===== src/hw/rtl/tea_edge_match.sv =====
`timescale 1ns / 1ps

module tea_edge_match #(
  parameter int VB = 16,
  parameter int IW = 10
) (
  input  logic          clk,
  input  logic          rst_n,
  input  logic          load,
  input  logic [3*VB-1:0] query_verts,
  input  logic          entry_valid,
  input  logic [3*VB-1:0] entry_verts,
  input  logic [IW-1:0] entry_index,
  output logic [2:0]    found,
  output logic [IW-1:0] hit_index [3]
);

  logic [VB-1:0] q_r [3];
  logic [VB-1:0] q_nxt [3];
  logic [VB-1:0] e [3];
  logic [2:0]    found_r;
  logic [2:0]    found_nxt;
  logic [IW-1:0] idx_r [3];
  logic [IW-1:0] idx_nxt [3];
  logic [2:0]    hit;

  // A stored triangle holds the reverse of query edge (u,v) when one of its
  // own directed edges runs from v back to u.
  always_comb begin
    for (int i = 0; i < 3; i++) begin
      e[i] = entry_verts[i*VB +: VB];
    end
    for (int k = 0; k < 3; k++) begin
      hit[k] = 1'b0;
      for (int j = 0; j < 3; j++) begin
        if (e[j] == q_r[(k + 1) % 3] && e[(j + 1) % 3] == q_r[k]) begin
          hit[k] = 1'b1;
        end
      end
    end
  end

  always_comb begin
    found_nxt = found_r;
    for (int k = 0; k < 3; k++) begin
      q_nxt[k]   = q_r[k];
      idx_nxt[k] = idx_r[k];
    end
    if (load) begin
      found_nxt = '0;
      for (int k = 0; k < 3; k++) begin
        q_nxt[k] = query_verts[k*VB +: VB];
      end
    end else if (entry_valid) begin
      // Keep only the first, lowest-indexed holder of each edge.
      for (int k = 0; k < 3; k++) begin
        if (hit[k] && !found_r[k]) begin
          found_nxt[k] = 1'b1;
          idx_nxt[k]   = entry_index;
        end
      end
    end
  end

  always_ff @(posedge clk) begin
    if (!rst_n) begin
      found_r <= '0;
    end else begin
      found_r <= found_nxt;
    end
  end

  always_ff @(posedge clk) begin
    for (int k = 0; k < 3; k++) begin
      q_r[k]   <= q_nxt[k];
      idx_r[k] <= idx_nxt[k];
    end
  end

  assign found = found_r;
  always_comb begin
    for (int k = 0; k < 3; k++) begin
      hit_index[k] = idx_r[k];
    end
  end

endmodule


===== config.mk =====
export PLATFORM = sky130hd
export DESIGN_NAME = tea_edge_match
export DESIGN_NICKNAME = d
export VERILOG_FILES = /design/src/hw/rtl/tea_edge_match.sv
export SDC_FILE = /design/constraint.sdc
export NUM_CORES = 1
export LEC_CHECK = 0
export ABC_AREA = 0
export ABC_CLOCK_PERIOD_IN_PS = 3300
export BUFFER_PORTS_ARGS = -buffer_cell sky130_fd_sc_hd__buf_2
export CAP_MARGIN = 40
export CORE_ASPECT_RATIO = 1.1
export CORE_UTILIZATION = 52
export CTS_BUF_LIST = sky130_fd_sc_hd__clkbuf_8
export DETAILED_ROUTE_END_ITERATION = 10
export PLACE_DENSITY = 0.83
export SKIP_CTS_REPAIR_TIMING = 1
export SYNTH_ARGS = -nofsm -noshare
export SYNTH_HDL_FRONTEND = slang
export SYNTH_SLANG_ARGS = --single-unit

===== constraint.sdc =====
create_clock -name clk -period 3.3 [get_ports clk]
set_input_delay 0.66 -clock clk [delete_from_list [all_inputs] [get_ports clk]]
set_output_delay 0.66 -clock clk [all_outputs]
set_load 0.02 [all_outputs]

==> results.sh, run 1 <==
export IMPL_drc=0
export IMPL_ir_worst_vdd_mv=0.405
export IMPL_die_height_um=95.2
export IMPL_first_iter_violations=151
export IMPL_synthTopCellsByCount="sky130_fd_sc_hd__xnor2_1, sky130_fd_sc_hd__edfxtp_1, sky130_fd_sc_hd__nand4_1"
export IMPL_p_clk_frac=0.331
export IMPL_setup_reg_to_reg_worst_slack_ns=0.96
export IMPL_detail_route_wirelength_um=9840
export IMPL_core_um2=7560
export IMPL_crit_path_kind="reg -> reg"
export IMPL_placement_rows=33
export IMPL_synth_fp_nets=400
export IMPL_cts_htree_levels=3
export IMPL_tns_ns=0
export IMPL_finalSetupViolCount=0
export IMPL_wl_met3_um=583
export IMPL_path_clk_slew_ns=0.09
export IMPL_dominantRegCellSynth="sky130_fd_sc_hd__edfxtp_1"
export IMPL_synth_top_cell_area_share=0.571
export IMPL_max_cap_violations=0
export IMPL_die_area_um2=8250
export IMPL_detailed_route_vias_per_instance=5.25
export IMPL_finalMaxSlewViolations=0
export IMPL_p_sw_w=0.000612
export IMPL_yosys_top_cells_area="sky130_fd_sc_hd__edfxtp_1, sky130_fd_sc_hd__xnor2_1, sky130_fd_sc_hd__nand4_1"
export IMPL_fp_dieW_um=86.7
export IMPL_syn_cell_area_um2=4100
export IMPL_clockBufferDepth=2
export IMPL_diodes=0
export IMPL_final_util=0.689
export IMPL_syn_inst=290
export IMPL_critical_path_startpoint_type="register"
export IMPL_clock_sinks=81
export IMPL_synth_top_area_cell="sky130_fd_sc_hd__edfxtp_1"
export IMPL_switching_share=0.252
export IMPL_clock_skew_final_ns=0.00793
export IMPL_synth_most_common_cell="sky130_fd_sc_hd__xnor2_1"
export IMPL_detail_route_first_pass_iterations=4
export IMPL_comb_power_share=0.154
export IMPL_met1Wirelength_um=3750
export IMPL_status="finished, final reports clean"
export IMPL_synth_yosys_warnings=0
export IMPL_final_hold_viol_count=0
export IMPL_tritoncts_num_buffers=9
export IMPL_grt_max_degree=31
export IMPL_critPathCaptureType="register"
export IMPL_cts_root_buf="sky130_fd_sc_hd__clkbuf_8"
export IMPL_leakage_nw=1.79
export IMPL_seqPwrFrac=0.515
export IMPL_crit_required_ns=3.36
export IMPL_synth_lib_cells_used_distinct=13
export IMPL_synth_async_reset_ratio=0
export IMPL_globalRouteOverflowTotal=0
export IMPL_worst_path_max_fanout=10
export IMPL_relSlewSlack=0.702
export IMPL_share_of_the_yosys_chip_area_belonging_to_registers=0.586
export IMPL_clock_tree_from_tritoncts="done"
export IMPL_route_top_layer_used="met4"
export IMPL_layout_min_cycle_time_ns=2.34
export IMPL_power_internal_w=0.00181
export IMPL_grt_pass1_wl_um=14500
export IMPL_avgSynthCellArea_um2=14.1
export IMPL_place_congestion=0.951
export IMPL_number_of_synthesized_flops_with_an_enable_pin=78
export IMPL_io_buffers=142
export IMPL_power_per_cell_area_nw_per_um2=466
export IMPL_initial_utilization=0.543
export IMPL_layout_drive_gt1_share=0.375
export IMPL_via_count=2927
export IMPL_layout_area_overhead_vs_synth_pct=26.9
export IMPL_routed_wl_met2_um=5220
export IMPL_post_drt_wl_per_cell_um=17.6
export IMPL_floorplan_io_pins=143
export IMPL_grtUsageTotal=0.247
export IMPL_final_nets=558
export IMPL_number_of_antenna_violations_at_the_first_check_in_global_routing=0
export IMPL_period_share=0.711
export IMPL_clock_latency_ns=0.35
export IMPL_detail_route_antenna_nets=0
export IMPL_fmax_ghz=0.426
export IMPL_tightest_slew_ns=0.442
export IMPL_synth_seq_cells=81
export IMPL_unrepaired_setup_endpoints_after_global_routing="false"
export IMPL_min_delay_path_class="in -> reg"
export IMPL_first_global_vias=2935
export IMPL_arrival_ns=2.40
==> cells in the final DEF, fill, tap and decap left out, types with 2 or more instances in the layout <==
master                       netlist  layout
sky130_fd_sc_hd__nor4_1            2       2
sky130_fd_sc_hd__a211oi_1          3       3
sky130_fd_sc_hd__a22oi_1           3       3
sky130_fd_sc_hd__o21ai_0           3       3
sky130_fd_sc_hd__nor4_2            7       7
sky130_fd_sc_hd__buf_4             0       5
sky130_fd_sc_hd__buf_2             0     142
sky130_fd_sc_hd__a21oi_1           6       6
sky130_fd_sc_hd__dfxtp_1           3       3
sky130_fd_sc_hd__clkbuf_8          0       9
sky130_fd_sc_hd__edfxtp_1         78      78
sky130_fd_sc_hd__nand2_1           3       3
sky130_fd_sc_hd__inv_6             0       3
sky130_fd_sc_hd__bufinv_16         0       2
sky130_fd_sc_hd__xnor2_1         144     144
sky130_fd_sc_hd__clkinvlp_4        0       2
sky130_fd_sc_hd__nand4_1          36      36
==> worst max-delay path, cell delays in order (launching register included) <==
cell and delay [ns]:
sky130_fd_sc_hd__edfxtp_1 0.47, sky130_fd_sc_hd__xnor2_1 0.24, sky130_fd_sc_hd__nand4_1 0.16, sky130_fd_sc_hd__nor4_1 0.45
sky130_fd_sc_hd__a22oi_1 0.21, sky130_fd_sc_hd__a211oi_1 0.27, sky130_fd_sc_hd__buf_4 0.24
==> routing by layer <==
metal	up-vias	GRT usage
li1	1382	-
met1	1384	0.269
met2	139	0.458
met3	22	0.0468
met4	0	0.125
met5	-	0
==> flip-flops by register name, summed over array words and instances (netlist names) <==
register,flops
q_r,48
idx_r,30
found,3
==> metrics by stage <==
step                      hold slack, ns  instances  total power (W)  setup slack (ns)  instance area, µm²
after floorplan                    0.613        290          0.00146             0.638                4100
after global placement             0.562        542          0.00163             0.704                4980
after detailed placement           0.544        542          0.00164             0.704                4980
after CTS                          0.461        558          0.00244              1.01                5210
after global routing               0.459        558          0.00251             0.831                5210
final                              0.473        558          0.00243             0.955                5210
==> cell families (layout without fill, tap and decap cells) <==
kind of cell           Yosys count  count (layout)  share of synthesized area
AO/OA/AOI/OAI                   15              15                     0.0220
XOR/XNOR                       144             144                      0.307
buffers and inverters            0             163                          0
flip-flops                      81              81                      0.586
AND/OR/NAND/NOR                 50              50                     0.0851
==> final cells by class <==
type / instances / area (µm²)
clock buffer: 9 / 124
timing repair buffer: 147 / 748
tap: 105 / 131
multi-input combinational: 209 / 1700
fill: 565 / 2350
clock inverter: 7 / 101
sequential: 81 / 2400
==> worst paths after layout <==
kind	start	to	depth (start not counted)
worst max-delay path	q_r[0][2]	idx_r[0][7]	6
worst min-delay path	query_verts[14]	q_r[0][14]	1
worst max register to register	q_r[0][2]	idx_r[0][7]	6
worst min register to register	found[0]	found[0]	2
==> power groups by stage <==
stage	sequential, W	clock [W]	combinational (W)
after floorplan	0.00126	0	0.000207
after global placement	0.00127	0	0.000364
after detailed placement	0.00127	0	0.000368
after CTS	0.00125	0.000821	0.000371
after global routing	0.00125	0.000862	0.000396
final	0.00125	0.000804	0.000373
Note: power is estimated with default switching activity, not from simulation.
==> inputs of run 2 (changes only) <==
--- a/config.mk
+++ b/config.mk
@@ -6,14 +6,14 @@
 export NUM_CORES = 1
 export LEC_CHECK = 0
 export ABC_AREA = 0
-export ABC_CLOCK_PERIOD_IN_PS = 3300
+export ABC_CLOCK_PERIOD_IN_PS = 2000
 export BUFFER_PORTS_ARGS = -buffer_cell sky130_fd_sc_hd__buf_2
 export CAP_MARGIN = 40
 export CORE_ASPECT_RATIO = 1.1
-export CORE_UTILIZATION = 52
+export CORE_UTILIZATION = 47
 export CTS_BUF_LIST = sky130_fd_sc_hd__clkbuf_8
 export DETAILED_ROUTE_END_ITERATION = 10
-export PLACE_DENSITY = 0.83
+export PLACE_DENSITY = 0.79
 export SKIP_CTS_REPAIR_TIMING = 1
 export SYNTH_ARGS = -nofsm -noshare
 export SYNTH_HDL_FRONTEND = slang
==> constraint.sdc (replaced) <==
create_clock -name clk -period 2 [get_ports clk]
set_input_delay 0.4 -clock clk [delete_from_list [all_inputs] [get_ports clk]]
set_output_delay 0.4 -clock clk [all_outputs]
set_load 0.02 [all_outputs]
==> run 2 against run 1 <==
The flow now finishes with violations (negative setup slack). Cell count increased by 7.0%. Global-route usage decreased by 1.2 points. Sequential power increased by 65%. Maximum frequency increased by 6.3%. Hold slack got worse by 0.26 ns. Core utilization decreased by 0.88 points. Critical endpoint is now idx_r[0][29]. Largest power group unchanged.
==> results.sh, run 2 (synthesis results as in run 1) <==
export IMPL_drc=0
export IMPL_post_place_ws_ns=-0.347
export IMPL_first_iter_violations=117
export IMPL_clock_sinks=81
export IMPL_grt_pass1_wl_um=15600
export IMPL_clock_latency_ns=0.36
export IMPL_die_area_um2=9110
export IMPL_finalMaxSlewViolations=0
export IMPL_number_of_flip_flops_in_the_largest_register=48
export IMPL_leakage_nw=2.12
export IMPL_grt_max_degree=50
export IMPL_initial_utilization=0.488
export IMPL_grtUsageTotal=0.235
export IMPL_worst_path_max_fanout=10
export IMPL_die_height_um=100
export IMPL_min_delay_path_class="in -> reg"
export IMPL_crit_required_ns=2.07
export IMPL_clock_skew_final_ns=0.0129
export IMPL_final_hold_viol_count=0
export IMPL_detail_route_antenna_nets=0
export IMPL_largest_register="q_r"
export IMPL_postLayoutCellArea_um2=5720
export IMPL_status="finished, violations left"
export IMPL_tns_ns=-5.98
export IMPL_postLayoutSetupSlackWorst_ns=-0.206
export IMPL_diodes=0
export IMPL_fp_dieW_um=91.1
export IMPL_detailed_route_vias_per_instance=5.01
export IMPL_via_count=2992
export IMPL_final_nets=591
export IMPL_clockBufferDepth=2
export IMPL_cts_root_buf="sky130_fd_sc_hd__clkbuf_8"
export IMPL_final_instance_count_excl_fill=597
export IMPL_floorplan_io_pins=143
export IMPL_dpl_cell_count=572
export IMPL_core_um2=8410
export IMPL_number_of_antenna_violations_at_the_first_check_in_global_routing=0
export IMPL_layout_min_cycle_time_ns=2.21
export IMPL_place_congestion=0.900
export IMPL_tightest_slew_ns=0.332
export IMPL_detail_route_wirelength_um=10200
export IMPL_layout_common_cells="sky130_fd_sc_hd__buf_2, sky130_fd_sc_hd__xnor2_1, sky130_fd_sc_hd__edfxtp_1, sky130_fd_sc_hd__nand4_1, sky130_fd_sc_hd__buf_4"
export IMPL_max_cap_violations=0
export IMPL_path_clk_slew_ns=0.08
export IMPL_crit_path_kind="reg -> reg"
export IMPL_fmax_ghz=0.453
export IMPL_post_dp_cell_area_um2=5290
export IMPL_placement_rows=35
export IMPL_ir_worst_vdd_mv=0.402
export IMPL_detail_route_first_pass_iterations=4
export IMPL_filler_cell_count=655
export IMPL_dpl_hpwl_um=8380
export IMPL_final_util=0.680
export IMPL_violated_checks="negative setup slack"
export IMPL_critPathCaptureType="register"
export IMPL_cts_htree_levels=3
export IMPL_layout_area_overhead_vs_synth_pct=39.4
export IMPL_arrival_ns=2.27
export IMPL_finalSetupViolCount=30
export IMPL_relSlewSlack=0.779
export IMPL_globalRouteOverflowTotal=0
export IMPL_period_share=1.10
export IMPL_layout_cells_most_common="sky130_fd_sc_hd__buf_2"
export IMPL_post_drt_wl_per_cell_um=17.1
export IMPL_clock_tree_from_tritoncts="done"
export IMPL_io_buffers=142
export IMPL_critical_path_startpoint_type="register"
export IMPL_tritoncts_num_buffers=9
export IMPL_layout_drive_gt1_share=0.459
export IMPL_unrepaired_setup_endpoints_after_global_routing="true"
export IMPL_power_per_cell_area_nw_per_um2=685
export IMPL_first_global_vias=3119
==> run 2: worst max-delay path, cell delays in order (launching register included) <==
cell,delay (ns)
sky130_fd_sc_hd__edfxtp_1,0.46
sky130_fd_sc_hd__xnor2_1,0.24
sky130_fd_sc_hd__nand4_1,0.23
sky130_fd_sc_hd__nor4_4,0.37
sky130_fd_sc_hd__nand2_1,0.14
sky130_fd_sc_hd__a211oi_4,0.29
sky130_fd_sc_hd__buf_12,0.16
==> run 2: layout make-up <==
| type | count | area [µm²] | area share |
|---|---|---|---|
| clock inverter | 7 | 62.6 | 0.0109 |
| tap | 111 | 139 | 0.0243 |
| sequential | 81 | 2400 | 0.420 |
| timing repair buffer | 180 | 1060 | 0.186 |
| clock buffer | 9 | 124 | 0.0217 |
| multi-input combinational | 209 | 1930 | 0.337 |
==> run 2: power breakdown <==
part | total (W) | internal (W) | switching [W] | leakage [nW]
sequential | 0.00206 | 0.00195 | 0.000105 | 0.763
combinational | 0.000738 | 0.000401 | 0.000338 | 1.26
clock | 0.00112 | 0.000563 | 0.000559 | 0.0955
==> run 2: metrics by stage <==
stage | power, W | hold slack [ns]
after floorplan | 0.00242 | 0.499
after global placement | 0.00275 | 0.571
after detailed placement | 0.00276 | 0.578
after CTS | 0.00388 | 0.203
after global routing | 0.00407 | 0.200
final | 0.00392 | 0.213
==> run 2: metal layers <==
layer | global-route usage | vias up | wire length [µm]
met5 | 0 | - | 0
met4 | 0.110 | 0 | 299
met3 | 0.0462 | 24 | 584
met2 | 0.438 | 131 | 5470
met1 | 0.257 | 1393 | 3860
li1 | - | 1444 | -
==> run 2: path summary, 6_finish.rpt <==
kind                            depth (start not counted)             from  slack [ns]      endpoint
worst max-delay path                                    6       q_r[0][39]       -0.21  idx_r[0][29]
worst min-delay path                                    1  query_verts[23]        0.21    q_r[0][23]
worst max register to register                          6       q_r[0][39]       -0.21  idx_r[0][29]
worst min register to register                          2         found[2]        0.61      found[2]
